===== config.mk =====
export PLATFORM = sky130hd
export DESIGN_NAME = pcap_div
export DESIGN_NICKNAME = d
export VERILOG_FILES = /design/src/rtl/pcap_pkg.sv /design/src/rtl/pcap_div.sv
export SDC_FILE = /design/constraint.sdc
export NUM_CORES = 1
export LEC_CHECK = 0
export BUFFER_PORTS_ARGS = -buffer_cell sky130_fd_sc_hd__buf_2
export CAP_MARGIN = 40
export CORE_MARGIN = 2
export CORE_UTILIZATION = 56
export CTS_BUF_LIST = sky130_fd_sc_hd__clkbuf_4 sky130_fd_sc_hd__clkbuf_8
export CTS_CLUSTER_SIZE = 14
export DETAILED_ROUTE_END_ITERATION = 16
export HOLD_SLACK_MARGIN = 0.06
export PLACE_DENSITY = 0.81
export SLEW_MARGIN = 15
export SYNTH_ARGS = -nofsm -noshare
export SYNTH_HDL_FRONTEND = slang
export SYNTH_SLANG_ARGS = --single-unit

===== constraint.sdc =====
create_clock -name i_clk -period 3 [get_ports i_clk]
set_input_delay 0.15 -clock i_clk [delete_from_list [all_inputs] [get_ports i_clk]]
set_output_delay 0.15 -clock i_clk [all_outputs]
set_load 0.01 [all_outputs]

===== src/rtl/pcap_pkg.sv =====
`timescale 1ns / 1ps

package pcap_pkg;

    localparam int NUM_LANES  = 3;
    localparam int CHAN_W     = 8;
    localparam int LEVELS_W   = 9;
    localparam int CFG_DATA_W = 9;
    localparam int CFG_IDX_W  = 2;

    // Iterative divider sizing: 34-bit dividend, 17-bit divisor, quotient below 2^18.
    localparam int DIV_NUM_W = 34;
    localparam int DIV_DEN_W = 17;
    localparam int DIV_Q_W   = 18;
    localparam int DIV_CNT_W = 5;

    localparam int FACTOR_W = 18;
    localparam int RECIP_W  = 17;
    localparam int LUMA_W   = 24;

    localparam logic [15:0] LUMA_COEF [NUM_LANES] = '{16'd19595, 16'd38470, 16'd7471};

    // floor(x / 100) == (x * 83887) >> 23 for every x below 2^16.
    localparam logic [16:0] DIV100_MUL = 17'd83887;
    localparam int          DIV100_SH  = 23;

    localparam logic [7:0]          SAT_RESET     = 8'd100;
    localparam logic [7:0]          BRIGHT_RESET  = 8'd0;
    localparam logic [LEVELS_W-1:0] LEVELS_RESET  = 9'd32;
    localparam logic [FACTOR_W-1:0] FACTOR_RESET  = 18'd65536;
    localparam logic [7:0]          STEP_RESET    = 8'd8;
    localparam logic [RECIP_W-1:0]  RECIP_RESET   = 17'd8192;

    typedef enum logic [CFG_IDX_W-1:0] {
        REG_SATURATION = 2'd0,
        REG_BRIGHTNESS = 2'd1,
        REG_CONTRAST   = 2'd2,
        REG_LEVELS     = 2'd3
    } t_cfg_reg;

    typedef struct packed {
        logic [7:0]          sat;
        logic [7:0]          bright;
        logic [FACTOR_W-1:0] factor;
        logic [RECIP_W-1:0]  recip;
        logic [7:0]          step;
        logic                post_en;
    } t_lane_cfg;

    typedef struct packed {
        logic [6:0] adv;
        logic       trans;
    } t_lane_ctl;

endpackage


===== src/rtl/pcap_div.sv =====
`timescale 1ns / 1ps

module pcap_div import pcap_pkg::*; (
    input  logic                 i_clk,
    input  logic                 i_rst_n,
    input  logic                 i_start,
    input  logic [DIV_NUM_W-1:0] i_num,
    input  logic [DIV_DEN_W-1:0] i_den,
    output logic                 o_busy,
    output logic                 o_done,
    output logic [DIV_Q_W-1:0]   o_quot
);

    logic                 r_busy;
    logic                 r_done;
    logic [DIV_CNT_W-1:0] r_cnt;
    logic [DIV_DEN_W-1:0] r_rem;
    logic [DIV_Q_W-1:0]   r_q;
    logic [DIV_DEN_W-1:0] r_den;

    logic [DIV_DEN_W:0]   trial;
    logic [DIV_DEN_W:0]   diff;
    logic                 ge;
    logic [DIV_DEN_W-1:0] n_rem;
    logic [DIV_Q_W-1:0]   n_q;

    // One quotient bit per cycle. The dividend's upper bits start in the
    // remainder because the quotient is known to fit in DIV_Q_W bits.
    always_comb begin
        trial = {r_rem, r_q[DIV_Q_W-1]};
        diff  = trial - {1'b0, r_den};
        ge    = (trial >= {1'b0, r_den});
        n_rem = ge ? diff[DIV_DEN_W-1:0] : trial[DIV_DEN_W-1:0];
        n_q   = {r_q[DIV_Q_W-2:0], ge};
    end

    always_ff @(posedge i_clk) begin
        if (!i_rst_n) begin
            r_busy <= 1'b0;
            r_done <= 1'b0;
            r_cnt  <= '0;
        end else begin
            r_done <= 1'b0;
            if (i_start) begin
                r_busy <= 1'b1;
                r_cnt  <= '0;
            end else if (r_busy) begin
                if (r_cnt == DIV_CNT_W'(DIV_Q_W - 1)) begin
                    r_busy <= 1'b0;
                    r_done <= 1'b1;
                end else begin
                    r_cnt <= r_cnt + 1'b1;
                end
            end
        end
    end

    always_ff @(posedge i_clk) begin
        if (i_start) begin
            r_rem <= {1'b0, i_num[DIV_NUM_W-1:DIV_Q_W]};
            r_q   <= i_num[DIV_Q_W-1:0];
            r_den <= i_den;
        end else if (r_busy) begin
            r_rem <= n_rem;
            r_q   <= n_q;
        end
    end

    assign o_busy = r_busy | r_done;
    assign o_done = r_done;
    assign o_quot = r_q;

    a_done_after_busy: assert property (@(posedge i_clk) disable iff (!i_rst_n)
        r_done |-> $past(r_busy))
        else $error("divider finished without running");

    a_cnt_range: assert property (@(posedge i_clk) disable iff (!i_rst_n)
        r_busy |-> (r_cnt < DIV_CNT_W'(DIV_Q_W)))
        else $error("divider iteration count out of range");

endmodule


Yosys cells after proc, flatten, opt, wreduce, memory -nomap -nowiden
Cells that the tools add are included.
{"block": "word_totals", "register_bits": 59, "out_inout_bits": 20}
{"block": "classes", "addsub": 2, "n_lt_le_gt_ge": 1, "eq_ne": 1, "n_mux": 9, "bitwise_logic": 4, "n_reduce_logical": 4}
{"cell": "18-bit 2-to-1 mux", "count": 2}
{"cell": "16-bit 2-to-1 mux", "count": 2}
{"cell": "18-bit by 17-bit >= comparator with 1-bit output", "count": 1}
{"cell": "17-bit 2-to-1 mux", "count": 1}
{"cell": "17-bit subtractor", "count": 1}
{"cell": "5-bit by 1-bit adder with 5-bit output (second input constant)", "count": 1}
{"cell": "5-bit equality test (second input constant)", "count": 1}
{"cell": "1-bit 2-to-1 mux", "count": 4}
{"cell": "1-bit NOT", "count": 3}
{"cell": "3-bit OR reduction", "count": 1}
{"cell": "2-bit AND reduction", "count": 1}
{"cell": "2-bit nonzero test", "count": 1}
{"cell": "2-bit OR reduction", "count": 1}
{"cell": "1-bit bitwise OR", "count": 1}

Logic depth before layout (Yosys ltp)
{"block": "depth", "depth_word": 4, "ltp_mapped": 11}

Least setup slack after synthesis
OpenSTA, ideal clock, no wires.
{"block": "synth_timing", "path_type": "flip-flop to flip-flop", "start": "register r_q[17] (netlist: o_quot[17])", "end": "register r_rem[9] (data pin)", "setup_ns": 0.275, "arrival_ns": 2.303, "required_ns": 2.725, "slack_ns": 0.422, "stages_incl_launch_ff": 12, "synth_period_minus_slack_ns": 2.578, "path_cell_list": "edfxtp_1 > inv_1 > ha_1 > inv_1 > fa_1 > a21o_1 > o21ai_0 > a21oi_2 > o2111a_2 > nor2_2 > buf_6 > o221ai_1"}
{"block": "synth_between", "elab_chain_cells": 4}
{"item": "from (decl)", "line": "pcap_div.sv:18", "source": "logic [DIV_Q_W-1:0] r_q;"}
{"item": "from (signal assigned)", "line": "pcap_div.sv:61", "source": "r_q <= i_num[DIV_Q_W-1:0];"}
{"item": "from (signal assigned)", "line": "pcap_div.sv:65", "source": "r_q <= n_q;"}
{"item": "17-bit subtractor or 18-bit by 17-bit >= comparator with 1-bit output (tied branches)", "line": "pcap_div.sv:31, pcap_div.sv:32"}
{"item": "17-bit 2-to-1 mux *", "line": "pcap_div.sv:33", "source": "n_rem = ge ? diff[DIV_DEN_W-1:0] : trial[DIV_DEN_W-1:0];"}
{"item": "16-bit 2-to-1 mux *", "line": "pcap_div.sv:63", "source": "end else if (r_busy) begin"}
{"item": "16-bit 2-to-1 mux *", "line": "pcap_div.sv:59", "source": "if (i_start) begin"}
{"item": "to (signal assigned)", "line": "pcap_div.sv:60", "source": "r_rem <= {1'b0, i_num[DIV_NUM_W-1:DIV_Q_W]};"}
{"item": "to (signal assigned)", "line": "pcap_div.sv:64", "source": "r_rem <= n_rem;"}
{"item": "to (decl)", "line": "pcap_div.sv:17", "source": "logic [DIV_DEN_W-1:0] r_rem;"}
Mark *: on every way between the ends. The rest lies on a longest branch, timed or not. The select of a mux whose other input is x is not followed.
A chain may end at the register's enable or synchronous reset.

Final worst setup path
{"block": "layout_timing", "start": "register r_q[17] (netlist: o_quot[17])", "end": "register r_rem[10] (data pin)"}
Same word-level chain as after synthesis.

==> impl_metrics.tcl <==
set metrics [dict create \
    final-setup-viol-count 0 \
    nFillCells 470 \
    finalHoldViolCount 0 \
    synth.area.top_cells "edfxtp_1, ha_1, mux2_2" \
    multi_input_area_sq_um 1710 \
    clkSinkCount 59 \
    async_flop_share 0 \
    gp_congestion 0.888 \
    drt_iter0_markers 352 \
    syn-num-nets 395 \
    grt_max_degree 35 \
    syn_to_final_growth_pct 23.7 \
    tightest_slew_ns 0.584 \
    fin_hold_ws_ns 0.0846 \
    synth-seq-area-share 0.474 \
    yosysMostFrequentCell "edfxtp_1" \
    r2r-end "r_rem[10]" \
    cts.repair.resized 0 \
    clk_path_buf_depth 2 \
    synth_seq_cells 59 \
    synth_edf_count 51 \
    tritoncts "built" \
    hp-class "in -> reg" \
    netlist_top_cells_count "edfxtp_1, inv_1, nand2_1" \
    antenna_found_initial 0 \
    critPathKind "reg -> reg" \
    max_freq_mhz 358 \
    dieArea_sq_um 7030 \
    clk_pin_slew_ns 0.07 \
    routed_wl_um 8100 \
    dp_hpwl_um 5440 \
    min_period_over_period 0.930 \
    cts-root-buf "clkbuf_8" \
    grt_pass1_vias 2854 \
    cts_setup_buffers 0 \
    yosysWarnings 0 \
    yosys.area.top_type "edfxtp_1" \
    n_antenna_cell 0 \
    path_max_fanout 6 \
    arrival_ns 2.89 \
    seqCellArea_sq_um 1690 \
    synth_top_area_share 0.429 \
    drtPass1Iterations 5 \
    drv_slew 0 \
    ir_worst_vdd_v 0.000486 \
    slew_headroom 0.610 \
    rows 29 \
    clock_latency_ns 0.34 \
    p_leak_uw 0.00185 \
    syn_area_per_cell_sq_um 11.1 \
    end_kind "register" \
    path_cells "inv_1 > ha_1 > inv_1 > fa_1 > a21o_1 > a221oi_2 > o211ai_1 > nand4_1 > a211oi_1 > a221o_1" \
    route.antenna.remaining_nets 0 \
    maxCapViolCount 0 \
    powerDensity_nw_per_um2 728 \
    start_util 0.572 \
    rsz0062_at_grt "false" \
    cp_slowest_cell "a221oi_2" \
    path_delay_family "compound AO/OA/AOI/OAI gates" \
    status "completed" \
    reg2reg_setup_slack_ns 0.21 \
    synth_cell_types 61 \
    r2r_start "o_quot[17]" \
    vias_per_cell 5.86 \
    die_x_um 83.8 \
    worst_path_largest_cell_delay_ns 0.50 \
    ff2ff_path_depth 10 \
    cts_buffers 9 \
    io_pins 74 \
    yosys_most_used_dff "edfxtp_1" \
    cts_max_level 3 \
    grt_pass1_wl_um 12900 \
    coreArea_sq_um 6240 \
    period_minus_slack_ns 2.79 \
    cp.required_ns 3.10 \
    wl_per_cell_um 16.4 \
    hold_end "r_rem[2]" \
    tns_ns 0 \
    holdPathStages 3 \
    cpMostUsedCell "inv_1" \
    syn_area_sq_um 3570 \
    layout-drive-gt1-share 0.306 \
    final_nets 487 \
    crit_buf_inv 2 \
    portBuffers 73 \
    syn_inst 321 \
    grtUsageTotal 0.233 \
    die_height_um 83.8 \
    drc_errors 0 \
    gr-total-overflow 0 \
    holdBufCountCts 18 \
    vias 2902 \
    min_from "i_num[20]" \
    worstSetupStartpointType "register" \
    clock_skew_ns 0.00706 \
]
-- sequential cells by signal, summed over array words and instances, names as in the netlist --
register  count
r_busy        1
r_cnt         5
r_rem        17
o_done        1
r_den        17
o_quot       18
-- cells in the final DEF (no fill, tap or decap), types with 3 or more instances in the layout --
cell type      count
nand4b_1           7
buf_4              6
nand2b_1           3
nor2_1            12
xor2_1             9
o31ai_1            5
mux2_2            17
ha_1              19
clkbuf_8           9
o311ai_1           4
nor3_1             7
a211oi_1           4
edfxtp_1          51
buf_2             73
dfxtp_1            8
a32oi_1            6
xnor2_1            6
dlygate4sd3_1     18
nand3_1            5
a21o_1             6
inv_1             23
and3_1             3
a21oi_1           16
nand2_1           23
o21a_1             5
nand4_1            3
nor2b_1           11
o21ai_0            9
-- area by class of cell --
cell class,count,share of cell area
clock buffer,11,0.0315
clock inverter,5,0.0125
inverter,23,0.0196
multi-input combinational,221,0.387
sequential,59,0.383
tap,77,0.0218
timing repair buffer,99,0.145
-- worst register-to-register path, stage by stage, from the launching register on --
cell and delay (ns):
edfxtp_1 0.38, inv_1 0.10, ha_1 0.17, inv_1 0.07, fa_1 0.41, a21o_1 0.24, a221oi_2 0.50, o211ai_1 0.19
nand4_1 0.16, a211oi_1 0.07, a221o_1 0.27
-- worst max-delay path by stage --
stage / start / to / slack, ns / depth (start not counted)
after floorplan: o_quot[17] / r_rem[9] / 0.42 / 11
after global placement: o_quot[17] / r_rem[10] / 0.35 / 11
after detailed placement: o_quot[17] / r_rem[7] / 0.28 / 11
after CTS: o_quot[17] / r_rem[7] / 0.28 / 11
after global routing: o_quot[17] / r_rem[9] / 0.06 / 11
final: o_quot[17] / r_rem[10] / 0.21 / 10
-- metal layers --
layer  part of all wire  GRT usage
met4              0.022      0.104
met1               0.43      0.288
met3              0.045     0.0435
met5                  0          0
met2               0.50      0.399
-- kinds of logic (layout without fill, tap and decap cells) --
group | after synthesis | after routing | synth area share
xor+xnor | 15 | 15 | 0.0368
buf+inv | 41 | 138 | 0.0491
flops | 59 | 59 | 0.474
fa+ha+maj | 20 | 20 | 0.0722
compound gates | 88 | 88 | 0.194
mux | 17 | 17 | 0.0536
simple gates | 81 | 81 | 0.120
-- report_power, final --
part	internal, uW	switching, uW	leakage [uW]
sequential	1060	70.0	0.000576
combinational	583	782	0.00117
clock	399	327	0.0000962
-- stage by stage --
step	power [uW]	instance area, sq um	util	std cells	setup slack (ns)
detailed placement	2440	4010	0.643	460	0.281
floorplan	2100	3570	-	321	0.422
finish	3220	4410	0.707	495	0.210
global route	3390	4410	0.707	495	0.0629
global placement	2390	4010	0.643	460	0.351
CTS	3190	4390	0.703	494	0.277
No activity file was read; power rests on OpenSTA's default activity.
