### config.mk
export PLATFORM = sky130hd
export DESIGN_NAME = pcap_lane
export DESIGN_NICKNAME = d
export VERILOG_FILES = /design/src/rtl/pcap_pkg.sv /design/src/rtl/pcap_lane.sv
export SDC_FILE = /design/constraint.sdc
export NUM_CORES = 1
export LEC_CHECK = 0
export BUFFER_PORTS_ARGS = -buffer_cell sky130_fd_sc_hd__buf_2
export CORE_AREA = 5 5 218 220
export DETAILED_ROUTE_END_ITERATION = 6
export DIE_AREA = 0 0 223 225
export MAX_ROUTING_LAYER = met4
export PLACE_DENSITY = 0.82
export SETUP_SLACK_MARGIN = 0.05
export SLEW_MARGIN = 30
export SYNTH_ARGS = -nofsm -noshare
export SYNTH_HDL_FRONTEND = slang
export SYNTH_SLANG_ARGS = --single-unit
### constraint.sdc
create_clock -name i_clk -period 16 [get_ports i_clk]
set_input_delay 0 -clock i_clk [delete_from_list [all_inputs] [get_ports i_clk]]
set_output_delay 0 -clock i_clk [all_outputs]
set_load 0.05 [all_outputs]
### src/rtl/pcap_pkg.sv
`timescale 1ns / 1ps

package pcap_pkg;

    localparam int NUM_LANES  = 3;
    localparam int CHAN_W     = 8;
    localparam int LEVELS_W   = 9;
    localparam int CFG_DATA_W = 9;
    localparam int CFG_IDX_W  = 2;

    // Iterative divider sizing: 34-bit dividend, 17-bit divisor, quotient below 2^18.
    localparam int DIV_NUM_W = 34;
    localparam int DIV_DEN_W = 17;
    localparam int DIV_Q_W   = 18;
    localparam int DIV_CNT_W = 5;

    localparam int FACTOR_W = 18;
    localparam int RECIP_W  = 17;
    localparam int LUMA_W   = 24;

    localparam logic [15:0] LUMA_COEF [NUM_LANES] = '{16'd19595, 16'd38470, 16'd7471};

    // floor(x / 100) == (x * 83887) >> 23 for every x below 2^16.
    localparam logic [16:0] DIV100_MUL = 17'd83887;
    localparam int          DIV100_SH  = 23;

    localparam logic [7:0]          SAT_RESET     = 8'd100;
    localparam logic [7:0]          BRIGHT_RESET  = 8'd0;
    localparam logic [LEVELS_W-1:0] LEVELS_RESET  = 9'd32;
    localparam logic [FACTOR_W-1:0] FACTOR_RESET  = 18'd65536;
    localparam logic [7:0]          STEP_RESET    = 8'd8;
    localparam logic [RECIP_W-1:0]  RECIP_RESET   = 17'd8192;

    typedef enum logic [CFG_IDX_W-1:0] {
        REG_SATURATION = 2'd0,
        REG_BRIGHTNESS = 2'd1,
        REG_CONTRAST   = 2'd2,
        REG_LEVELS     = 2'd3
    } t_cfg_reg;

    typedef struct packed {
        logic [7:0]          sat;
        logic [7:0]          bright;
        logic [FACTOR_W-1:0] factor;
        logic [RECIP_W-1:0]  recip;
        logic [7:0]          step;
        logic                post_en;
    } t_lane_cfg;

    typedef struct packed {
        logic [6:0] adv;
        logic       trans;
    } t_lane_ctl;

endpackage

### src/rtl/pcap_lane.sv
`timescale 1ns / 1ps

module pcap_lane import pcap_pkg::*; (
    input  logic              i_clk,
    input  t_lane_ctl         i_ctl,
    input  t_lane_cfg         i_cfg,
    input  logic [CHAN_W-1:0] i_chan,
    input  logic [CHAN_W-1:0] i_luma,
    output logic [CHAN_W-1:0] o_chan
);

    logic [CHAN_W-1:0] r_c [6];
    logic [CHAN_W-1:0] r_luma [2];
    logic              r_neg [2];

    logic [15:0]        r0_mp;
    logic [32:0]        r1_q;
    logic signed [11:0] r2_v;
    logic signed [30:0] r3_t;
    logic [CHAN_W-1:0]  r4_c8;
    logic [CHAN_W-1:0]  r5_q;
    logic [CHAN_W-1:0]  r5_c8;
    logic [CHAN_W-1:0]  r6_out;

    logic [CHAN_W-1:0]  mag;
    logic               neg;
    logic [15:0]        mp;
    logic [32:0]        qprod;
    logic [9:0]         part;
    logic signed [11:0] luma_s;
    logic signed [11:0] part_s;
    logic signed [11:0] bright_s;
    logic signed [11:0] v;
    logic signed [30:0] tprod;
    logic signed [30:0] t;
    logic [CHAN_W-1:0]  c8;
    logic [24:0]        rprod;
    logic [15:0]        pm;
    logic [CHAN_W-1:0]  out_c;

    always_comb begin
        // Distance from luma, kept as sign and magnitude so the /100 truncates toward zero.
        neg   = (i_chan < i_luma);
        mag   = neg ? (i_luma - i_chan) : (i_chan - i_luma);
        mp    = {8'd0, mag} * {8'd0, i_cfg.sat};
        qprod = 33'(r0_mp) * 33'(DIV100_MUL);

        part     = r1_q[DIV100_SH+9:DIV100_SH];
        luma_s   = $signed({4'd0, r_luma[1]});
        part_s   = $signed({2'd0, part});
        bright_s = $signed({{4{i_cfg.bright[7]}}, i_cfg.bright});
        v        = luma_s + (r_neg[1] ? -part_s : part_s) + bright_s - 12'sd128;

        tprod = 31'($signed({1'b0, i_cfg.factor})) * 31'(r2_v);

        t = r3_t + 31'sd8388608;
        if (t[30]) begin
            c8 = '0;
        end else if (|t[30:24]) begin
            c8 = 8'd255;
        end else begin
            c8 = t[23:16];
        end

        rprod = 25'(r4_c8) * 25'(i_cfg.recip);
        pm    = {8'd0, r5_q} * {8'd0, i_cfg.step};

        if (i_ctl.trans) begin
            out_c = r_c[5];
        end else if (i_cfg.post_en) begin
            out_c = pm[CHAN_W-1:0];
        end else begin
            out_c = r5_c8;
        end
    end

    always_ff @(posedge i_clk) begin
        if (i_ctl.adv[0]) begin
            r_c[0]    <= i_chan;
            r_luma[0] <= i_luma;
            r_neg[0]  <= neg;
            r0_mp     <= mp;
        end
        if (i_ctl.adv[1]) begin
            r_c[1]    <= r_c[0];
            r_luma[1] <= r_luma[0];
            r_neg[1]  <= r_neg[0];
            r1_q      <= qprod;
        end
        if (i_ctl.adv[2]) begin
            r_c[2] <= r_c[1];
            r2_v   <= v;
        end
        if (i_ctl.adv[3]) begin
            r_c[3] <= r_c[2];
            r3_t   <= tprod;
        end
        if (i_ctl.adv[4]) begin
            r_c[4] <= r_c[3];
            r4_c8  <= c8;
        end
        if (i_ctl.adv[5]) begin
            r_c[5] <= r_c[4];
            r5_q   <= rprod[23:16];
            r5_c8  <= r4_c8;
        end
        if (i_ctl.adv[6]) begin
            r6_out <= out_c;
        end
    end

    assign o_chan = r6_out;

endmodule
# Yosys cells after proc, flatten, opt, wreduce, memory -nomap -nowiden

Memory sizes are Yosys's and may differ from the RTL's.
Cells that the tools add are included.

$add $sub $neg: 7
Multipliers: 5
$lt $le $gt $ge: 1
Multiplexer cells: 17
Reductions and logical operators: 1

Operators with widths:

| cell                                                                  | number |
|---|---|
| 16-bit by 17-bit multiplier with 33-bit output, second input constant | 1 |
| 8-bit 2-to-1 mux                                                      | 4 |
| 31-bit by 25-bit adder with 31-bit output, second input constant      | 1 |
| 19-bit by 12-bit multiplier with 31-bit output                        | 1 |
| 8-bit by 17-bit multiplier with 24-bit output                         | 1 |
| 8-bit by 8-bit multiplier with 16-bit output                          | 1 |
| 8-bit subtractor                                                      | 2 |
| 12-bit by 8-bit adder with 12-bit output                              | 1 |
| 9-bit by 12-bit adder with 12-bit output                              | 1 |
| 1-bit 2-to-1 mux                                                      | 12 |
| 12-bit 2-to-1 mux                                                     | 1 |
| 10-bit negation with 12-bit output                                    | 1 |
| 12-bit by 9-bit subtractor with 12-bit output, second input constant  | 1 |
| 8-bit < comparator                                                    | 1 |
| 8-bit by 8-bit multiplier with 8-bit output                           | 1 |
| 7-bit OR reduction                                                    | 1 |

Register bits: 124
Bits in writable memories: 66
Output and inout bits: 8
Word-level logic and storage cells: 42
Memories: 3

Memory list:

| memory | depth | width | rd ports | clocked after Yosys merged registers in | wr ports | line            | source |
|---|---|---|---|---|---|---|---|
| r_c    | 6     | 8     | 6        | 0                                       | 6        | pcap_lane.sv:12 | `logic [CHAN_W-1:0] r_c [6];` |
| r_luma | 2     | 8     | 2        | 0                                       | 2        | pcap_lane.sv:13 | `logic [CHAN_W-1:0] r_luma [2];` |
| r_neg  | 2     | 1     | 2        | 0                                       | 2        | pcap_lane.sv:14 | `logic r_neg [2];` |

# Depth between registers and ports, before layout

Depth after elaboration: 5
Mapped depth: 27
Depth with buffers taken out: 27

# Worst setup path before layout

OpenSTA, ideal clock, no wires.

Path type: flip-flop to flip-flop
From: register r0_mp[5]
To: register r1_q[30], data pin
Library setup time: 0.258 ns
Arrival time: 5.332 ns
Data required time: 15.742 ns
Path slack: 10.410 ns
Stages on the path, launching flop included: 19
Path buffers: 0
Clock period less this slack: 5.590 ns
Path through: edfxtp_1 -> fa_1 -> inv_1 -> fa_1 -> inv_1 -> fa_1 -> fa_1 -> fa_1 -> inv_1 -> fa_1 -> inv_1 -> ha_1 -> nor2b_1 -> o31ai_1 -> a21oi_1 -> nor4_1 -> o21ai_1 -> a211oi_1 -> nor2_1

Word-level cells in the longest chain between the ends: 1

RTL lines:

| element                                        | line            | source |
|---|---|---|
| from (decl)                                    | pcap_lane.sv:16 | `logic [15:0] r0_mp;` |
| from (signal assigned)                         | pcap_lane.sv:82 | `r0_mp <= mp;` |
| 16-bit by 17-bit multiplier with 33-bit output | pcap_lane.sv:46 | `qprod = 33'(r0_mp) * 33'(DIV100_MUL);` |
| via qprod[30]                                  | pcap_lane.sv:28 | `logic [32:0] qprod;` |
| to (signal assigned)                           | pcap_lane.sv:88 | `r1_q <= qprod;` |
| to (decl)                                      | pcap_lane.sv:17 | `logic [32:0] r1_q;` |

The timed path passes the listed nets, and every way through them passes these cells.
A chain may end at the register's enable or synchronous reset.

# Worst setup path in the final report

From: input i_chan[0]
To: register r0_mp[13], data pin

Word-level cells in the longest chain between the ends: 3
Elaborated cells on any way between the ends: 5

RTL lines:

| element                                      | line            | source |
|---|---|---|
| from (decl)                                  | pcap_lane.sv:7  | `input logic [CHAN_W-1:0] i_chan,` |
| 8-bit < comparator                           | pcap_lane.sv:43 | `neg = (i_chan < i_luma);` |
| via neg                                      | pcap_lane.sv:26 | `logic neg;` |
| 8-bit 2-to-1 mux                             | pcap_lane.sv:44 | `mag = neg ? (i_luma - i_chan) : (i_chan - i_luma);` |
| 8-bit by 8-bit multiplier with 16-bit output | pcap_lane.sv:45 | `mp = {8'd0, mag} * {8'd0, i_cfg.sat};` |
| via mp[13]                                   | pcap_lane.sv:27 | `logic [15:0] mp;` |

The timed path passes the listed nets, and every way through them passes these cells.

==> out/metrics.cfg <==
[status]
run_status = finished clean

[yosys]
syn_inst = 2448
syn-num-nets = 3285
synth_seq_cells = 151
synthFlopType = edfxtp_1
ys_top_cells_by_count = inv_1 (591), fa_1 (403), ha_1 (349), nand2_1 (284), and2_1 (161)
syn_area_sq_mm = 0.0246
yosysWarnings = 0
synth.most_common_cell = inv_1
ys_async_sr_fraction = 0
yosysTopAreaCell = fa_1
avgSynthCellArea_sq_um = 10.1
synth.top_cell.area_share = 0.328
yosys-top-cells-area = fa_1 (33%), edfxtp_1 (18%), ha_1 (18%)
synth_cell_type_count = 63
ys_seq_area_frac = 0.184
synth_edf_count = 151

[floorplan]
die_w_um = 223
rows = 78
initial_core_util = 0.546
dieArea_sq_mm = 0.0502
fp.dieH_um = 225
core_sq_mm = 0.0451
io_pins = 93

[sta]
fin_crit_ns = 6.53
clock_skew_ns = 0.00985
setup_violations = 0
relSlewSlack = 0.432
maxSlewViolCount = 0
grt_setup_unrepaired = false
worst_pin_slew_ns = 0.851
clock.fmax_mhz = 153
setup_tns_ns = 0
period_share = 0.408
hold_viol_final = 0

[final_layout]
nFillCells = 3671
drive_above_1_share = 0.0583
regArea_sq_mm = 0.00453
syn_to_final_growth_pct = 7.08
nets = 3362
multiInputGateArea_sq_mm = 0.0177

[setup_path]
path_class = in2reg
worstRegToRegCells = 19
required_ns = 16.19
regToRegSetupSlack_ns = 9.68
setup.worst_path.start_class = primary input
r2r-end = r1_q[30]
r2r-start = r0_mp[1]
crit_end = r0_mp[13]
worstSetupStartpoint = i_chan[0]
endpoint_kind = register
critPathMaxFanout = 8
critical_path_arrival_ns = 6.72

[detailed_routing]
detail-route-antenna-nets = 0
viasPerCell = 5.35
drt-total-wl_mm = 52.7
wl_per_cell_um = 16.8
dr.pass1.iters = 5
drt_iter0_markers = 953
vias = 16800
drc_errors = 0

[placed_design]
hpwl_mm = 44.1
io_buffers = 92
routabilityCongestion = 0.965

[grt]
grt_pass1_vias = 18900
grt_usage = 0.225
grt_start_max_net_pins = 34
grt_pass1_wl_mm = 89.6
gr-total-overflow = 0
antenna_found_initial = 2

[clock_tree]
h-tree-depth = 4
clk_pin_slew_ns = 0.07
cts_resized = 0
cts_made_buffers = 17
post-cts-setup-buffers = 0
clock-sinks = 151
ctsLongestPathBuffers = 2
clock_latency_ns = 0.44
cts-root-buf = clkbuf_16
cts_tree = yes

[hold_path]
hold_class = in2reg

[job]
maxCapViolCount = 0

==> kinds of logic after synthesis <==
family,count (synthesis),share of synthesized area
AO/OA/AOI/OAI,177,0.0484
XOR/XNOR,86,0.0315
adder cells (fa/ha/maj),752,0.505
buffers and inverters,643,0.0980
flip-flops,151,0.184
multiplexers,21,0.00864
AND/OR/NAND/NOR,618,0.124
==> per-layer routing <==
layer  global-route usage  share of wire  vias to the layer above
li1                     -              -                     7736
met1                0.260           0.38                     8356
met2                0.395           0.52                      561
met3               0.0405          0.064                      133
met4               0.0838          0.039                        0
met5                    -              0                        -
==> cell usage in the layout (no fill, tap or decap), types with 43 or more instances in the layout <==
cell type / n
ha_1: 349
nor2b_1: 43
nand2_1: 284
edfxtp_1: 151
xnor2_1: 61
and2_1: 161
buf_2: 92
fa_1: 403
inv_1: 591
a21oi_1: 50
==> registers in the layout, indices dropped and copies added, names as in the netlist <==
signal	cells
o_chan	8
r0_mp	16
r1_q	10
r2_v	12
r3_t	15
r4_c8	8
r5_c8	8
r5_q	8
r_c	48
r_luma	16
r_neg	2
==> stage by stage <==
step                utilization  hold slack (ns)  setup WS [ns]  cell area, sq um  instances
finish                    0.585           0.0275           9.47             26400       3139
global placement          0.569            0.207           9.97             25600       3088
CTS                       0.585          0.00507           9.63             26400       3137
detailed placement        0.569            0.211           9.70             25600       3088
global route              0.585           0.0163           9.19             26400       3139
floorplan                     -           0.0989          10.41             24600       2448
==> how the worst min path moves through the flow <==
| stage | from | end | slack, ns | cells after the start |
|---|---|---|---|---|
| after floorplan | i_chan[0] | r_c[0][0] | 0.1 | 0 |
| after global placement | i_chan[0] | r_c[0][0] | 0.21 | 1 |
| after detailed placement | i_luma[0] | r_luma[0][0] | 0.21 | 1 |
| after CTS | i_ctl[5] | r_c[4][5] | 0.005 | 1 |
| after global routing | i_ctl[5] | r_c[4][7] | 0.02 | 1 |
| final | i_ctl[5] | r_c[4][0] | 0.03 | 1 |
==> worst max-delay path: stages <==
cell           delay [ns]
dlygate4sd3_1        0.54
buf_2                0.14
inv_1                0.05
ha_1                 0.16
inv_1                0.06
fa_1                 0.40
a21o_1               0.19
a21oi_1              0.36
o21ai_2              0.18
nand2_2              0.19
mux2i_1              0.25
xor2_1               0.49
nand2_1              0.16
fa_1                 0.52
fa_1                 0.55
inv_1                0.05
fa_1                 0.47
inv_1                0.05
fa_1                 0.47
inv_1                0.05
ha_1                 0.30
a21boi_0             0.26
o21ai_0              0.15
a21oi_1              0.20
a41oi_1              0.17
nor2b_1              0.18
xnor2_1              0.13
==> final cells by class <==
cell class,instances,area share
diodes,2,0.000190
clock buffers,17,0.0161
clock inverters,14,0.00441
inverters,591,0.0841
multi-input cells,1654,0.670
flip-flops and latches,151,0.172
well taps,600,0.0285
repair buffers,110,0.0243
==> repair_timing <==
action                                  4_1_cts  5_1_grt
hold endpoints to repair                     28        0
hold buffers                                 18        0
endpoints found under the setup margin        0        0
Power is left out: the tool's default activity adds up to more than one toggle a clock period on the data nets, which glitch-free logic cannot reach.
